File: config.mk
export PLATFORM = sky130hd
export DESIGN_NAME = kvts_cell
export DESIGN_NICKNAME = d
export VERILOG_FILES = /design/src/rtl/kvts_pkg.sv /design/src/rtl/kvts_cell.sv
export SDC_FILE = /design/constraint.sdc
export NUM_CORES = 1
export LEC_CHECK = 0
export ABC_AREA = 0
export BUFFER_PORTS_ARGS = -buffer_cell sky130_fd_sc_hd__buf_2
export CAP_MARGIN = 20
export CORE_AREA = 3 3 152 154
export DETAILED_ROUTE_END_ITERATION = 10
export DIE_AREA = 0 0 155 157
export PLACE_DENSITY = 0.73
export SLEW_MARGIN = 20
export SYNTH_ARGS = -nofsm -noshare
export SYNTH_HDL_FRONTEND = slang
export SYNTH_SLANG_ARGS = --single-unit
File: constraint.sdc
create_clock -name clk -period 7.65 [get_ports clk]
set_clock_uncertainty 0.1 [all_clocks]
set_input_delay 0.765 -clock clk [delete_from_list [all_inputs] [get_ports clk]]
set_output_delay 0.765 -clock clk [all_outputs]
set_load 0.03 [all_outputs]
File: src/rtl/kvts_pkg.sv
`default_nettype none
package kvts_pkg;
    localparam int TABLE_DEPTH = 32;
    localparam int NAME_BITS   = 64;
    localparam int VALUE_BITS  = 16;
    localparam int IDX_W       = $clog2(TABLE_DEPTH);
    localparam int CNT_W       = $clog2(TABLE_DEPTH + 1);

    localparam logic [1:0] SORT_NAME_H   = 2'd0;
    localparam logic [1:0] SORT_H        = 2'd1;
    localparam logic [1:0] SORT_W        = 2'd2;
    localparam logic [1:0] SORT_H_W      = 2'd3;

    typedef enum logic [1:0] {
        CMD_ADD   = 2'd0,
        CMD_FIND  = 2'd1,
        CMD_ERASE = 2'd2,
        CMD_SORT  = 2'd3
    } cmd_t;

    typedef enum logic [2:0] {
        ST_ADDED    = 3'd0,
        ST_UPDATED  = 3'd1,
        ST_FOUND    = 3'd2,
        ST_ERASED   = 3'd3,
        ST_NOTFOUND = 3'd4,
        ST_FULL     = 3'd5,
        ST_LISTED   = 3'd6,
        ST_EMPTY    = 3'd7
    } status_t;

    typedef enum logic [1:0] {
        FSM_IDLE,
        FSM_SORT,
        FSM_LIST
    } fsm_t;

    typedef enum logic [1:0] {
        OP_HOLD,
        OP_LOAD,
        OP_TAKE_R,
        OP_TAKE_L
    } cell_op_t;

    typedef struct packed {
        cmd_t                  cmd;
        logic [NAME_BITS-1:0]  key_name;
        logic [VALUE_BITS-1:0] height_in;
        logic [VALUE_BITS-1:0] weight_in;
        logic [1:0]            sort_mode;
    } in_t;

    typedef struct packed {
        status_t               status;
        logic [NAME_BITS-1:0]  entry_name;
        logic [VALUE_BITS-1:0] entry_height;
        logic [VALUE_BITS-1:0] entry_weight;
        logic [VALUE_BITS-1:0] prior_height;
        logic [VALUE_BITS-1:0] prior_weight;
        logic                  last_item;
    } out_t;

    typedef struct packed {
        logic [NAME_BITS-1:0]  name;
        logic [VALUE_BITS-1:0] height;
        logic [VALUE_BITS-1:0] weight;
    } rec_t;

    // strict ordering: a goes before b
    function automatic logic rec_before(logic [1:0] mode, rec_t a, rec_t b);
        logic r;
        case (mode)
            SORT_NAME_H: r = (a.name != b.name) ? (a.name < b.name) : (a.height < b.height);
            SORT_H:      r = a.height < b.height;
            SORT_W:      r = a.weight < b.weight;
            default:     r = (a.height != b.height) ? (a.height < b.height)
                                                    : (a.weight < b.weight);
        endcase
        return r;
    endfunction
endpackage
`default_nettype wire

File: src/rtl/kvts_cell.sv
`default_nettype none
module kvts_cell (
    input  wire                 clk,
    input  kvts_pkg::cell_op_t  op,
    input  kvts_pkg::rec_t      load_rec,
    input  kvts_pkg::rec_t      left_rec,
    input  kvts_pkg::rec_t      right_rec,
    input  wire                 right_ok,
    input  wire  [1:0]          mode,
    output kvts_pkg::rec_t      rec,
    output logic                swap
);
    import kvts_pkg::*;

    rec_t rec_reg;
    rec_t rec_next;

    always_comb
    begin
        case (op)
            OP_LOAD:   rec_next = load_rec;
            OP_TAKE_R: rec_next = right_rec;
            OP_TAKE_L: rec_next = left_rec;
            default:   rec_next = rec_reg;
        endcase
    end

    always_ff @(posedge clk)
    begin
        rec_reg <= rec_next;
    end

    // right neighbor strictly smaller: the pair must exchange
    assign swap = right_ok & rec_before(mode, right_rec, rec_reg);
    assign rec  = rec_reg;
endmodule
`default_nettype wire

==> metrics.md <==
| Metric | Value |
|---|---|
| Most frequent cells in the layout | `388 x buf_2, 125 x a21oi_1, 106 x nor2_1` |
| Vias in the first global route | `approximately 6,700` |
| Htree depth | `3` |
| # rows | `54` |
| Fin crit share | `a little over half` |
| Final #Nets | `approximately 1,500` |
| Sequential area share after synthesis | `approximately 40%` |
| Synth Register Bits | `96` |
| Placed Area | `between 9000 and 10,000 sq um` |
| DRC viols | `0` |
| Actual slew at the worst max-slew pin | `roughly 0.95 ns` |
| EDFF count, synth | `96` |
| P_leak | `between 5 and 6 nW` |
| Critical path startpoint | `right_rec[31]` |
| WL met1 | `around 9500 um` |
| Setup_tns | `0 ns` |
| Met3 WL | `between 1500 and 2000 um` |
| CP required | `between 6 and 7 ns` |
| Pin count of the biggest net entering global routing | `100` |
| Mapped Nets | `about 1,100` |
| Die X | `approximately 160 um` |
| Switching pwr | `between 0.5 and 0.6 mW` |
| Post-synth top area cell | `edfxtp_1` |
| CTS Buf Count | `9` |
| Peak Freq | `around 240 MHz` |
| Final setup viols | `0` |
| Wire length on met2 | `about 12,000 um` |
| Status | `complete, no violations` |
| Synth warnings | `0` |
| Synth top area cells | `edfxtp_1 40%, ha_1 16%, mux2i_1 13%, a21oi_1 8.7%, nor2_1 5.5%` |
| Root Buffer | `clkbuf_16` |
| Crit path DAT | `between 3 and 4 ns` |
| Fin. Hold Viols | `0` |
| GRT overflow | `0` |
| Max reg flops | `96` |
| Commonest non-fill, non-tap cell in the layout | `buf_2` |
| RSZ-0062 raised after global routing | `false` |
| Design Area, Final | `a little under 10,000 sq um` |
| Crit. End Element | `output pin` |
| CORE AREA | `21,800 sq um` |
| DRT Pass-1 Iters | `4` |
| Slew HR | `36.7%` |
| Num ports | `just under 400` |
| Layout cell share with drive strength beyond 1 | `36.2%` |
| Iter 0 DRT Violations | `roughly 310` |
| Crit-path max FO | `2` |
| Antenna Nets Post-Route | `0` |
| Top_reg_cell synth | `edfxtp_1` |
| First-pass GRT wire length | `34,300 um` |
| Total power | `1.69 mW` |
| Min-delay src | `load_rec[26]` |
| Power density cells | `between 150 and 200 nW/um^2` |
| I/O Buffers | `a little under 400` |
| Clk slew on worst S/H paths | `about 0.070 ns` |
| Power Internal | `roughly 1.1 mW` |
| CTS tree | `yes` |
| Max VDD drop | `between 0.1 and 0.15 mV` |
| Max Buffers Root-to-Sink | `2` |
| Post-CTS setup buffer count | `0` |
| Synth top area share | `between 30% and 40%` |
| Initial Util | `33.1%` |
| FFs w/ async S/R, synth | `0%` |
| All-layer global routing usage | `between 15 and 20%` |
| CP Launch Type | `input pin` |
| Class of the tightest hold or removal check | `in -> reg` |
| Hold buffers post-CTS | `0` |
| Synthesized area | `7230 sq um` |
| Cells after synthesis | `about 760` |
| Number of gates resized after cts | `0` |
| Die area | `between 20,000 and 25,000 sq um` |
| Routed WL | `about 24,000 um` |
| Avg Inst Size Synth | `9.55 sq um` |
| Initial antenna violation count | `3` |
| Netlist cell types | `37` |
| Fin crit period | `4.15 ns` |
| Via count | `about 7,000` |
| Flop pwr share | `40.4%` |
| Worst Hold Path EP | `rec[26]` |
| Area growth, synth to finish | `34.4%` |
| Die Span Y | `157 um` |
| Max layer used | `met5` |
| Max-slew violations | `0` |
| Via density | `4.94` |
| CTS sink count | `96` |
| Number of max-cap violations | `0` |
| Switching share of power | `a little over a third` |
| Clk pwr share | `around a quarter` |
| WHS Path Cells | `3` |
| Crit Path Class | `in -> out` |
| Comb pwr share | `between 30% and 40%` |
| Detailed Place HPWL | `slightly below 20,000 um` |
| WL/cell | `16.7 um` |
| Gpl congestion | `between 0.8 and 0.9` |
==> cell families after synthesis <==
group                      Yosys count  synth area share [%]
AOI/OAI and AO/OA                  173                  13.2
DFF                                 96                  39.9
and+or+nand+nor                    169                  10.5
buffers and inverters              128                  6.71
adders and majority gates           95                  16.4
muxes                               96                  13.3
==> metal layers <==
metal | vias up | track usage [%]
met4 | 4 | 5.85
met3 | 38 | 4.34
li1 | 3458 | -
met1 | 3216 | 21.0
met5 | - | 0
met2 | 280 | 32.0
==> synth_stat cells, types with 4 or more instances <==
cell type and count:
a21oi_1 125, edfxtp_1 96, a211oi_1 6, inv_1 96, a21o_1 10, buf_1 6, ha_1 95, nor2_1 106
nor3_1 5, o21ai_0 17, clkbuf_1 22, nand3_1 6, nor2b_1 7, mux2i_1 96, nand4_1 18, buf_2 4
nand2_1 16
==> worst max-delay path by stage <==
stage | endpoint | slack [ns] | cells past startpoint
floorplan | swap | 3.86 | 8
global placement | swap | 3.56 | 10
detailed placement | swap | 3.45 | 10
CTS | swap | 3.44 | 10
global route | swap | 3.21 | 10
finish | swap | 3.50 | 10
==> area by class of cell <==
cell class,count,area [sq um]
clock buffers,9,225
clock inverters,7,47.5
repair buffers,393,1990
fillers,2153,12100
inverters,96,360
multi-input cells,533,3870
well taps,280,350
flip-flops and latches,96,2880
diodes,1,2.50
==> per-stage QoR <==
step           worst slack [ns]  std cells  util (%)  hold slack (ns)
6_report                   3.50       1415      44.5            0.641
5_1_grt                    3.21       1415      44.5            0.627
4_1_cts                    3.44       1414      44.5            0.622
3_5_place_dp               3.45       1398      43.3            0.994
3_3_place_gp               3.56       1398      43.3            0.980
2_1_floorplan              3.86        757         -            0.891
==> worst max-delay path, stage by stage <==
cell	delay (ns)
buf_2	0.11
ha_1	0.30
nand4_1	0.09
or2_1	0.28
o41ai_2	0.53
nand2_1	0.20
a2111oi_0	0.39
o21ai_0	0.22
o311ai_1	0.11
buf_2	0.27
==> power by group through the flow <==
stage / logic (mW) / clock network (mW) / registers [mW]
final: 0.582 / 0.427 / 0.685
after detailed placement: 0.585 / 0 / 0.696
after CTS: 0.586 / 0.441 / 0.685
after global placement: 0.571 / 0 / 0.693
after global routing: 0.642 / 0.463 / 0.693
after floorplan: 0.234 / 0 / 0.820
Power figures use the tool's default switching activity.
